<file path="config.mk">
export PLATFORM = sky130hd
export DESIGN_NAME = mwo_ctrl
export DESIGN_NICKNAME = d
export VERILOG_FILES = /design/src/design/mwo_pkg.sv /design/src/design/mwo_ctrl.sv
export SDC_FILE = /design/constraint.sdc
export NUM_CORES = 1
export LEC_CHECK = 0
export BUFFER_PORTS_ARGS = -buffer_cell sky130_fd_sc_hd__buf_2
export CAP_MARGIN = 20
export CORE_MARGIN = 2
export CORE_UTILIZATION = 41
export DETAILED_ROUTE_END_ITERATION = 8
export SLEW_MARGIN = 20
export SYNTH_ARGS = -nofsm -noshare
export SYNTH_HDL_FRONTEND = slang
export SYNTH_SLANG_ARGS = --single-unit
export TNS_END_PERCENT = 1
</file>
<file path="constraint.sdc">
create_clock -name clk -period 4.7 [get_ports clk]
set_input_delay 0.705 -clock clk [delete_from_list [all_inputs] [get_ports clk]]
set_output_delay 0.705 -clock clk [all_outputs]
set_load 0.1 [all_outputs]
</file>
<file path="src/design/mwo_pkg.sv">
// ----------------------------------------------------------------------------
// Mecanum wheel odometry package
// Shared widths, register indexes, status codes, sequencer types and the
// command and status bundles between the controller and the datapath.
// ----------------------------------------------------------------------------
`default_nettype none

package mwo_pkg;

  // Fixed field widths.
  localparam int TICK_W     = 32;
  localparam int STAMP_W    = 62;
  localparam int SEQ_W      = 32;
  localparam int VEL_W      = 32;
  localparam int STATUS_W   = 2;
  localparam int RPT_W      = 32;
  localparam int GEOM_W     = 24;
  localparam int NS_W       = 30;
  localparam int LIMB_W     = 32;
  localparam int CFG_IDX_W  = 2;
  localparam int CFG_DATA_W = 32;
  localparam int NUM_WHEELS = 4;
  localparam int NUM_VEL    = 3;

  // Quotient bits produced by each divider lane.
  localparam int DIV_STEPS = VEL_W;
  localparam int DIV_CNT_W = 5;

  // Binary point positions of the linear and angular products.
  localparam int LIN_SHIFT = 50;
  localparam int ANG_SHIFT = 66;

  localparam logic [NS_W-1:0] NS_PER_S = 30'd1000000000;

  // Configuration register indexes.
  localparam logic [CFG_IDX_W-1:0] CFG_RAD_PER_TICK = 2'd0;
  localparam logic [CFG_IDX_W-1:0] CFG_WHEEL_RADIUS = 2'd1;
  localparam logic [CFG_IDX_W-1:0] CFG_INVERSE_BASE = 2'd2;

  // Configuration register reset values.
  localparam logic [RPT_W-1:0]  RST_RAD_PER_TICK = 32'd1647099;
  localparam logic [GEOM_W-1:0] RST_WHEEL_RADIUS = 24'd3211;
  localparam logic [GEOM_W-1:0] RST_INVERSE_BASE = 24'd151894;

  // Result status codes.
  localparam logic [STATUS_W-1:0] STAT_COMPUTED = 2'd0;
  localparam logic [STATUS_W-1:0] STAT_PRIMING  = 2'd1;
  localparam logic [STATUS_W-1:0] STAT_HOLD     = 2'd2;

  // Velocity component indexes.
  localparam logic [1:0] VEL_X   = 2'd0;
  localparam logic [1:0] VEL_Y   = 2'd1;
  localparam logic [1:0] VEL_YAW = 2'd2;

  typedef enum logic [2:0] {
    ST_IDLE,
    ST_CLASSIFY,
    ST_LOAD,
    ST_MUL,
    ST_STORE,
    ST_DIV,
    ST_FINISH
  } state_t;

  // Multiplier factor selection.
  typedef enum logic [1:0] {
    FAC_RAD_PER_TICK,
    FAC_RADIUS,
    FAC_INV_BASE,
    FAC_NS
  } fac_t;

  typedef struct packed {
    logic       capture;
    logic       load_sums;
    logic       acc_load;
    logic       mul_step;
    logic       mul_first;
    fac_t       fac;
    logic [1:0] sel;
    logic       prod_store;
    logic       div_step;
    logic       commit;
  } cmd_t;

  typedef struct packed {
    logic priming;
    logic not_positive;
    logic out_free;
  } stat_t;

  // Number of 32-bit limbs that hold the widest product for a tick width.
  function automatic int limb_count(input int tick_bits);
    int dw;
    dw = (tick_bits < 33) ? tick_bits : 33;
    return (dw + 2 + RPT_W + 2 * GEOM_W + NS_W + LIMB_W - 1) / LIMB_W;
  endfunction

endpackage

`default_nettype wire

</file>
<file path="src/design/mwo_ctrl.sv">
// ----------------------------------------------------------------------------
// Mecanum odometry controller
// Sequences capture, classification, the limb-serial products of the three
// velocity components, the shared division steps and the final commit.
// ----------------------------------------------------------------------------
`default_nettype none

module mwo_ctrl #(
  parameter int LIMBS = 5
) (
  input  wire logic           clk,
  input  wire logic           rst_n,
  input  wire logic           in_valid,
  output logic                in_ready,
  input  wire mwo_pkg::stat_t stat,
  output mwo_pkg::cmd_t       cmd
);

  localparam int LC_W = (LIMBS > 1) ? $clog2(LIMBS) : 1;
  localparam int DCW  = mwo_pkg::DIV_CNT_W;

  mwo_pkg::state_t state_r, state_nxt;
  mwo_pkg::fac_t   fac_r, fac_nxt;
  logic [1:0]      sel_r, sel_nxt;
  logic [LC_W-1:0] limb_r, limb_nxt;
  logic [DCW-1:0]  div_r, div_nxt;
  logic            last_limb;
  logic            last_fac;
  logic            last_div;

  assign last_limb = (limb_r == LC_W'(LIMBS - 1));
  assign last_fac  = (fac_r == mwo_pkg::FAC_NS);
  assign last_div  = (div_r == DCW'(mwo_pkg::DIV_STEPS - 1));

  // Next state.
  always_comb begin
    state_nxt = state_r;
    unique case (state_r)
      mwo_pkg::ST_IDLE: begin
        if (in_valid) state_nxt = mwo_pkg::ST_CLASSIFY;
      end
      mwo_pkg::ST_CLASSIFY: begin
        if (stat.priming || stat.not_positive) begin
          state_nxt = mwo_pkg::ST_FINISH;
        end else begin
          state_nxt = mwo_pkg::ST_LOAD;
        end
      end
      mwo_pkg::ST_LOAD: begin
        state_nxt = mwo_pkg::ST_MUL;
      end
      mwo_pkg::ST_MUL: begin
        if (last_limb && last_fac) state_nxt = mwo_pkg::ST_STORE;
      end
      mwo_pkg::ST_STORE: begin
        if (sel_r == mwo_pkg::VEL_YAW) begin
          state_nxt = mwo_pkg::ST_DIV;
        end else begin
          state_nxt = mwo_pkg::ST_LOAD;
        end
      end
      mwo_pkg::ST_DIV: begin
        if (last_div) state_nxt = mwo_pkg::ST_FINISH;
      end
      mwo_pkg::ST_FINISH: begin
        if (stat.out_free) state_nxt = mwo_pkg::ST_IDLE;
      end
      default: state_nxt = mwo_pkg::ST_IDLE;
    endcase
  end

  // Sequencing counters: component, factor, limb and division step.
  always_comb begin
    sel_nxt  = sel_r;
    fac_nxt  = fac_r;
    limb_nxt = limb_r;
    div_nxt  = div_r;
    unique case (state_r)
      mwo_pkg::ST_CLASSIFY: begin
        sel_nxt = mwo_pkg::VEL_X;
      end
      mwo_pkg::ST_LOAD: begin
        fac_nxt  = mwo_pkg::FAC_RAD_PER_TICK;
        limb_nxt = '0;
      end
      mwo_pkg::ST_MUL: begin
        if (last_limb) begin
          limb_nxt = '0;
          unique case (fac_r)
            mwo_pkg::FAC_RAD_PER_TICK: fac_nxt = mwo_pkg::FAC_RADIUS;
            mwo_pkg::FAC_RADIUS: begin
              fac_nxt = (sel_r == mwo_pkg::VEL_YAW) ? mwo_pkg::FAC_INV_BASE
                                                    : mwo_pkg::FAC_NS;
            end
            mwo_pkg::FAC_INV_BASE:     fac_nxt = mwo_pkg::FAC_NS;
            mwo_pkg::FAC_NS:           fac_nxt = mwo_pkg::FAC_NS;
            default:                   fac_nxt = mwo_pkg::FAC_NS;
          endcase
        end else begin
          limb_nxt = limb_r + LC_W'(1);
        end
      end
      mwo_pkg::ST_STORE: begin
        sel_nxt = sel_r + 2'd1;
        div_nxt = '0;
      end
      mwo_pkg::ST_DIV: begin
        div_nxt = div_r + DCW'(1);
      end
      default: ;
    endcase
  end

  // Command outputs.
  always_comb begin
    cmd           = '0;
    cmd.fac       = fac_r;
    cmd.sel       = sel_r;
    cmd.mul_first = (limb_r == '0);
    in_ready      = 1'b0;
    unique case (state_r)
      mwo_pkg::ST_IDLE: begin
        in_ready    = 1'b1;
        cmd.capture = in_valid;
      end
      mwo_pkg::ST_CLASSIFY: begin
        cmd.load_sums = !(stat.priming || stat.not_positive);
      end
      mwo_pkg::ST_LOAD: begin
        cmd.acc_load = 1'b1;
      end
      mwo_pkg::ST_MUL: begin
        cmd.mul_step = 1'b1;
      end
      mwo_pkg::ST_STORE: begin
        cmd.prod_store = 1'b1;
      end
      mwo_pkg::ST_DIV: begin
        cmd.div_step = 1'b1;
      end
      mwo_pkg::ST_FINISH: begin
        cmd.commit = stat.out_free;
      end
      default: ;
    endcase
  end

  // State and counter registers.
  always_ff @(posedge clk) begin
    if (!rst_n) begin
      state_r <= mwo_pkg::ST_IDLE;
      fac_r   <= mwo_pkg::FAC_RAD_PER_TICK;
      sel_r   <= mwo_pkg::VEL_X;
      limb_r  <= '0;
      div_r   <= '0;
    end else begin
      state_r <= state_nxt;
      fac_r   <= fac_nxt;
      sel_r   <= sel_nxt;
      limb_r  <= limb_nxt;
      div_r   <= div_nxt;
    end
  end

endmodule

`default_nettype wire

</file>
After elaboration in Yosys (flattened, before gate mapping) --
Index checks and enable logic that the tools add are counted.
Storage, ports and cells: bits in latches 0, word-level logic and storage cells 60, output and inout port bits 13, bits in read-only memories 0, bits of input ports 6, memory bits (writable) 0, flip-flop bits (word level) 15, memories 0
Cells by class: bitwise gates (word level) 0, shift-type cells 0, reduce and logical (&&, ||, !) cells 12, multiplexer cells 23, equal/unequal tests 17, div/mod/pow operators 0, $add $sub $neg 3, multipliers 0, $lt $le $gt $ge 0
Operators with widths (number):
- $mux 3 | 7
- $pmux 3 s7 | 1
- $eq 3x3->1 const B | 4
- $ne 2x2->1 const B | 5
- $pmux 5 s2 | 1
- $mux 1 | 9
- $pmux 2 s2 | 2
- $eq 2x2->1 const B | 3
- $eq 3x2->1 const B | 2
- $logic_not 3->1 | 2
- $pmux 2 s3 | 1
- $pmux 3 s2 | 1
- $reduce_bool 2->1 | 3
- $add 5x1->5 const B | 1
- $eq 5x5->1 const B | 1
- $reduce_and 4->1 | 1
- $add 3x1->3 const B | 1
- $eq 3x1->1 const B | 1
- $add 2x1->2 const B | 1
- $eq 2x1->1 const B | 1
- $logic_not 2->1 | 1
- $mux 2 | 1
- $reduce_and 2->1 | 1
- $reduce_or 2->1 | 1
- other kinds (3) | 3

Longest topological paths before layout --
Gate-level depths: netlist (run 1).
word-level depth 5, depth in mapped cells 6

Worst setup path before layout (run 1) --
No wires, ideal clock.
kind reg2out, from register state_r[2], to output port cmd[11] in the netlist's numbering, setup slack 0.400 ns, buffers on the path 1, arrival 3.595 ns, required time 3.995 ns, cell stages (with the launch flop) 4, cell sequence dfxtp_1 > clkbuf_1 > nor3_1 > and2_1
RTL lines:
- from (decl) | line mwo_ctrl.sv:22 | mwo_pkg::state_t state_r, state_nxt;
- from (signal assigned) | line mwo_ctrl.sv:151 | state_r <= mwo_pkg::ST_IDLE;
- from (signal assigned) | line mwo_ctrl.sv:157 | state_r <= state_nxt;
- to (decl) | line mwo_ctrl.sv:16 | output mwo_pkg::cmd_t cmd

==> results of run 1 <==
-- metrics by stage --
stage,setup WS [ns],cells
after floorplan,0.400,115
final,1.89,158
after global placement,2.22,154
after global routing,1.70,158
after detailed placement,2.20,154
after CTS,1.86,158
-- flip-flops by register name, indices dropped and copies added, names as in the netlist --
name	count
sel_r	2
fac_r	2
limb_r	3
div_r	5
state_r	3
-- logic make-up after synthesis --
kind of cell / Yosys count
and+or+nand+nor: 51
AOI/OAI and AO/OA: 30
DFF: 15
buffers and inverters: 13
adders and majority gates: 5
muxes: 1
-- layer usage --
metal	global-route usage, %	up-vias
met2	26.1	13
met1	24.1	380
met4	6.76	0
li1	-	441
met5	0	-
met3	2.68	2
-- power groups by stage --
stage	sequential (W)	combinational [W]	clock (W)
6_report	0.000142	0.0000756	0.0000757
3_3_place_gp	0.000144	0.0000756	0
3_5_place_dp	0.000144	0.0000758	0
4_1_cts	0.000141	0.0000760	0.0000813
2_1_floorplan	0.000137	0.0000711	0
5_1_grt	0.000143	0.0000808	0.0000847
-- placed cells by master, fill, tap and decap left out, types with 3 or more instances in the layout --
cell and n:
inv_1 7, nor3_1 7, o21ai_0 6, a21oi_1 11
nand2_1 12, dfxtp_1 15, clkbuf_4 3, nor2_1 10
or3_1 3, buf_2 18, nand3_1 5, ha_1 5
-- worst max-delay path by stage --
| stage | start | end | cells after the start |
|---|---|---|---|
| 6_report | state_r[0]$_SDFFE_PN0P_ | cmd[8] | 3 |
| 4_1_cts | state_r[0]$_SDFFE_PN0P_ | cmd[8] | 3 |
| 5_1_grt | state_r[0]$_SDFFE_PN0P_ | cmd[8] | 3 |
| 3_5_place_dp | state_r[0]$_SDFFE_PN0P_ | cmd[8] | 3 |
| 2_1_floorplan | state_r[2]$_SDFFE_PN0P_ | cmd[11] | 3 |
| 3_3_place_gp | stat[1] | cmd[10] | 4 |
-- Yosys cell counts --
library cell / count
dfxtp_1: 15
nand2_1: 12
a21oi_1: 11
nor2_1: 10
inv_1: 7
nor3_1: 7
o21ai_0: 6
ha_1: 5
nand3_1: 5
buf_2: 4
or3_1: 3
a31oi_1: 2
and2_1: 2
clkbuf_1: 2
nor2b_1: 2
o2111ai_1: 2
a21o_1: 1
a22oi_1: 1
and3_1: 1
and4_1: 1
mux2i_1: 1
nand2_2: 1
nand2b_1: 1
nand3b_1: 1
nand4b_1: 1
nor2b_2: 1
nor3b_1: 1
o211ai_1: 1
o21ai_1: 1
o21bai_1: 1
o221ai_2: 1
o31a_2: 1
o31ai_1: 1
o41ai_2: 1
or2b_4: 1
or4_1: 1
-- critical path, stage by stage (launching register included) --
cell and delay (ns):
dfxtp_1 0.81, inv_1 0.30, nor2_1 0.25, buf_2 0.46
-- final cells by class --
class	instances	area, um^2	area share (%)
multi-input cells	87	537	52.9
flip-flops and latches	15	300	29.6
repair buffers	18	90.1	8.88
well taps	27	33.8	3.33
inverters	7	26.3	2.59
clock buffers	3	22.5	2.22
clock inverters	1	5.00	0.493
==> metrics.yaml, run 1 <==
final-setup-viol-count: 0
rsz0062_at_grt: "false"
maxCapViolations: 0
wire_per_inst_um: 11.8
yosys.area_share.simple_pct: 29.8
ys_warn_count: 0
p_comb_share_pct: 25.8
synth_nets: 126
row_count: 16
syn_to_final_growth_pct: 13.9
wl_mm: 1.87
dr_wl_met2_um: 819
worstSkewPairLatency_ns: 0.28
cts_resized: 0
die_area_um2: 2560
regToRegStartpoint: "state_r[0]$_SDFFE_PN0P_"
ir_worst_vdd_uv: 136
die_w_um: 50.6
synth_mux_area_share_pct: 1.12
n_antenna_cell: 0
grt_util_all_layers_pct: 17.2
placed_area_um2: 987
fin_util_pct: 50.7
hold_class: "reg -> reg"
fillers: 205
synth_fa_ha_area_share_pct: 7.02
dr.pass1.iters: 4
ant_nets: 0
drc_errors: 0
cts_max_level: 1
synthTopCellsByArea: "dfxtp_1, ha_1, a21oi_1"
yosys.area.top_type_share_pct: 33.7
wl_met3_um: 72
drive_gt1_share_pct: 21.4
viasPerCell: 5.29
hold_violations: 0
cp-end-kind: "primary output"
slew_headroom_pct: 51.2
synthCells: 115
cts_setup_buffers: 0
dpl.hpwl_mm: 1.33
cp.required_ns: 3.99
startpoint_type: "register"
grt_pass1_wl_mm: 3.41
clockBufferDepth: 2
ys_seq_area_share_pct: 33.7
leakagePower_nw: 0.406
clkPwrFrac_pct: 25.8
num-nets-final: 143
total_power_w: 0.000293
cts_hold_buf: 0
p_switching_w: 0.000114
highest_layer: "met4"
hp-start: "div_r[3]$_SDFFE_PN0P_"
cts_tree: "built"
vias: 836
synth_compound_area_share_pct: 22.3
p_seq_share_pct: 48.3
clock_skew_ns: 0.00285
clock_sinks: 15
hold_depth: 2
drt-initial-drc-count: 21
cts_inserted_buffers: 3
synthXorXnorAreaFrac_pct: 0
reg2reg_to: "state_r[0]$_SDFFE_PN0P_"
syn_area_um2: 891
crit_arrival_ns: 2.11
path_class: "reg -> out"
post_synth_num_cell_types: 36
gr-total-overflow: 0
initial_utilization_pct: 44.5
synth_top_cell_by_area: "dfxtp_1"
powerDensity_nw_per_um2: 289
period_share_pct: 59.8
wl_met1_um: 961
grt_max_degree: 24
holdPathEnd: "div_r[3]$_SDFFE_PN0P_"
ys_seq_elements: 15
r2r_slack_ns: 2.97
status: "finished, final reports clean"
tns_ns: 0
p_sw_share_pct: 39.1
crit_path_max_fanout: 23
holdWs_ns: 0.471
clkTransAtPathRegs_ns: 0.10
root_buffer: "clkbuf_4"
place_congestion: 0.755
portBuffers: 18
max_freq_mhz: 356
slew_viol_final: 0
synth_top_family_by_area: "simple AND/OR/NAND/NOR gates"
p_int_w: 0.000178
num_io_pins: 19
final_area_um2: 1010
grt_pass1_vias: 770
antenna_found_initial: 0
avgSynthCellArea_um2: 7.75
tightest_slew_ns: 0.732
min_period_ns: 2.81
fp.dieH_um: 50.6
coreArea_um2: 2000
reg2reg_depth: 3
No activity file was read; power rests on OpenSTA's default activity.
==> run 2: changes to the inputs <==
ABC_AREA = 1   (was default)
clock period = 2.8 ns   (was 4.7 ns; I/O delays follow)
==> metrics.yaml, run 2 <==
synthXorXnorAreaFrac_pct: 0
use_met2_pct: 22.4
maxCapViolations: 0
tns_ns: 0
max_stage_delay_ns: 0.56
post_synth_num_cell_types: 18
top_usage_layer: "met1"
ys_seq_area_share_pct: 35.2
n_antenna_cell: 0
portBuffers: 18
syn_area_um2: 853
wire_per_inst_um: 10.3
ys_seq_elements: 15
place_congestion: 0.765
die_w_um: 49.6
synth_edf_count: 0
die_area_um2: 2460
multiInputGateArea_um2: 460
dpl.hpwl_mm: 1.41
clockBufferDepth: 2
grtUsageMet3_pct: 3.33
viasPerCell: 4.76
final_cell_mix: "nand2_1, inv_1, buf_2, dfxtp_1"
cp-end-kind: "primary output"
clock_sinks: 15
cts_hold_buf: 0
clkTransAtPathRegs_ns: 0.10
met1_usage_pct: 23.0
grt_max_degree: 11
num_io_pins: 19
top_register: "div_r"
synth_common_cells: "nand2_1, inv_1, dfxtp_1, nand3_1, nor2_1"
synthArstFlopShare_pct: 0
path_cells: "nand3_1 -> inv_1 -> buf_2"
tightest_slew_ns: 0.488
cts_tree: "built"
gr-total-overflow: 0
path_class: "reg -> out"
yosys.area.top_type_share_pct: 35.2
final_common_cell: "nand2_1"
hold_class: "in -> reg"
largest_reg_flops: 5
coreArea_um2: 1960
cts_max_level: 1
grt_pass1_wl_mm: 3.06
period_share_pct: 74.7
powerDensity_nw_per_um2: 948
syn_to_final_growth_pct: 17.3
antenna_found_initial: 0
clock_skew_ns: 0.00761
leakagePower_nw: 0.486
yosys.area_share.simple_pct: 31.1
fp.dieH_um: 49.6
wl_mm: 1.83
fillers: 229
max_freq_mhz: 478
synth_fa_ha_area_share_pct: 7.33
final-setup-viol-count: 0
slew_headroom_pct: 67.7
crit_arrival_ns: 1.67
yosysMostFrequentCell: "nand2_1"
dr.pass1.iters: 4
hold_violations: 0
cts_setup_buffers: 0
rsz0062_at_grt: "false"
ys.flop_type: "dfxtp_1"
min_period_ns: 2.09
top_regs: "div_r x5, limb_r x3, state_r x3"
synth_compound_area_share_pct: 15.0
num-nets-final: 162
synth_mux_area_share_pct: 0
status: "finished, final reports clean"
startpoint_type: "register"
avgSynthCellArea_um2: 6.61
crit_path_max_fanout: 9
cts_inserted_buffers: 3
ys_warn_count: 0
synth_top_family_by_area: "simple AND/OR/NAND/NOR gates"
vias: 843
ant_nets: 0
register_area_um2: 300
crit_slowest_cell: "dfxtp_1"
synthTopCellsByArea: "dfxtp_1, nand2_1, inv_1"
synth_top_cell_by_area: "dfxtp_1"
synthCells: 129
initial_utilization_pct: 43.5
slew_viol_final: 0
drt-initial-drc-count: 17
drive_gt1_share_pct: 19.3
placed_area_um2: 975
root_buffer: "clkbuf_4"
ir_worst_vdd_uv: 551
row_count: 16
grt_pass1_vias: 701
final_area_um2: 1000
grt_util_all_layers_pct: 16.1
drc_errors: 0
worstSkewPairLatency_ns: 0.29
cts_resized: 0
synth_nets: 140
cp.required_ns: 2.38
-- run 2: cell types whose count changed after synthesis, sizes merged, moves of 3 or more --
cell and change:
buf -3, nor2b -3, nor3 -6, nor2 +6, inv +16, nand2 +16, nand3 +9, or3 -3
-- run 2: logic make-up after synthesis --
logic type | Yosys count
AND/OR/NAND/NOR | 61
flip-flops | 15
adder cells (fa/ha/maj) | 5
buffers and inverters | 25
AO/OA/AOI/OAI | 23
-- run 2: path summary, 6_finish.rpt --
check             slack, ns                       to  cells past startpoint                     from
setup reg to reg       1.32  state_r[1]$_SDFFE_PN0P_                      9    div_r[0]$_SDFFE_PN0P_
hold / removal         0.41  state_r[1]$_SDFFE_PN0P_                      3                    rst_n
hold reg to reg        0.47    div_r[3]$_SDFFE_PN0P_                      1    div_r[3]$_SDFFE_PN0P_
setup / recovery       0.71                   cmd[8]                      3  state_r[0]$_SDFFE_PN0P_
-- run 2: power breakdown --
group / switching [W] / internal [W]
sequential: 0.0000395 / 0.000238
clock: 0.0000768 / 0.0000554
combinational: 0.000440 / 0.0000990
total: 0.000556 / 0.000392
-- run 2: worst max-delay path, delay by kind of cell, from the launching register on --
family / cells / cell delay (ns)
flops: 1 / 0.56
buf+inv: 2 / 0.63
simple gates: 1 / 0.19
-- run 2: per-layer routing --
layer,part of all wire (%),vias to the layer above
li1,-,454
met1,52,365
met2,40,19
met3,5.2,5
met4,2.5,0
met5,0,-
-- run 2: final cells by class --
cell class	instances	area share, %
clock buffers	4	2.63
repair buffers	18	9.00
well taps	27	3.38
inverters	24	9.00
multi-input cells	89	46.0
flip-flops and latches	15	30.0
-- run 2: metrics by stage --
step	setup WS (ns)	hold slack, ns	utilization [%]	std cells	power [W]
after CTS	0.718	0.406	51.0	177	0.000951
after global routing	0.628	0.408	51.0	177	0.00101
after floorplan	0.451	0.429	-	129	0.000746
after global placement	1.06	0.444	49.7	173	0.000820
final	0.709	0.407	51.0	177	0.000949
after detailed placement	1.04	0.465	49.7	173	0.000823
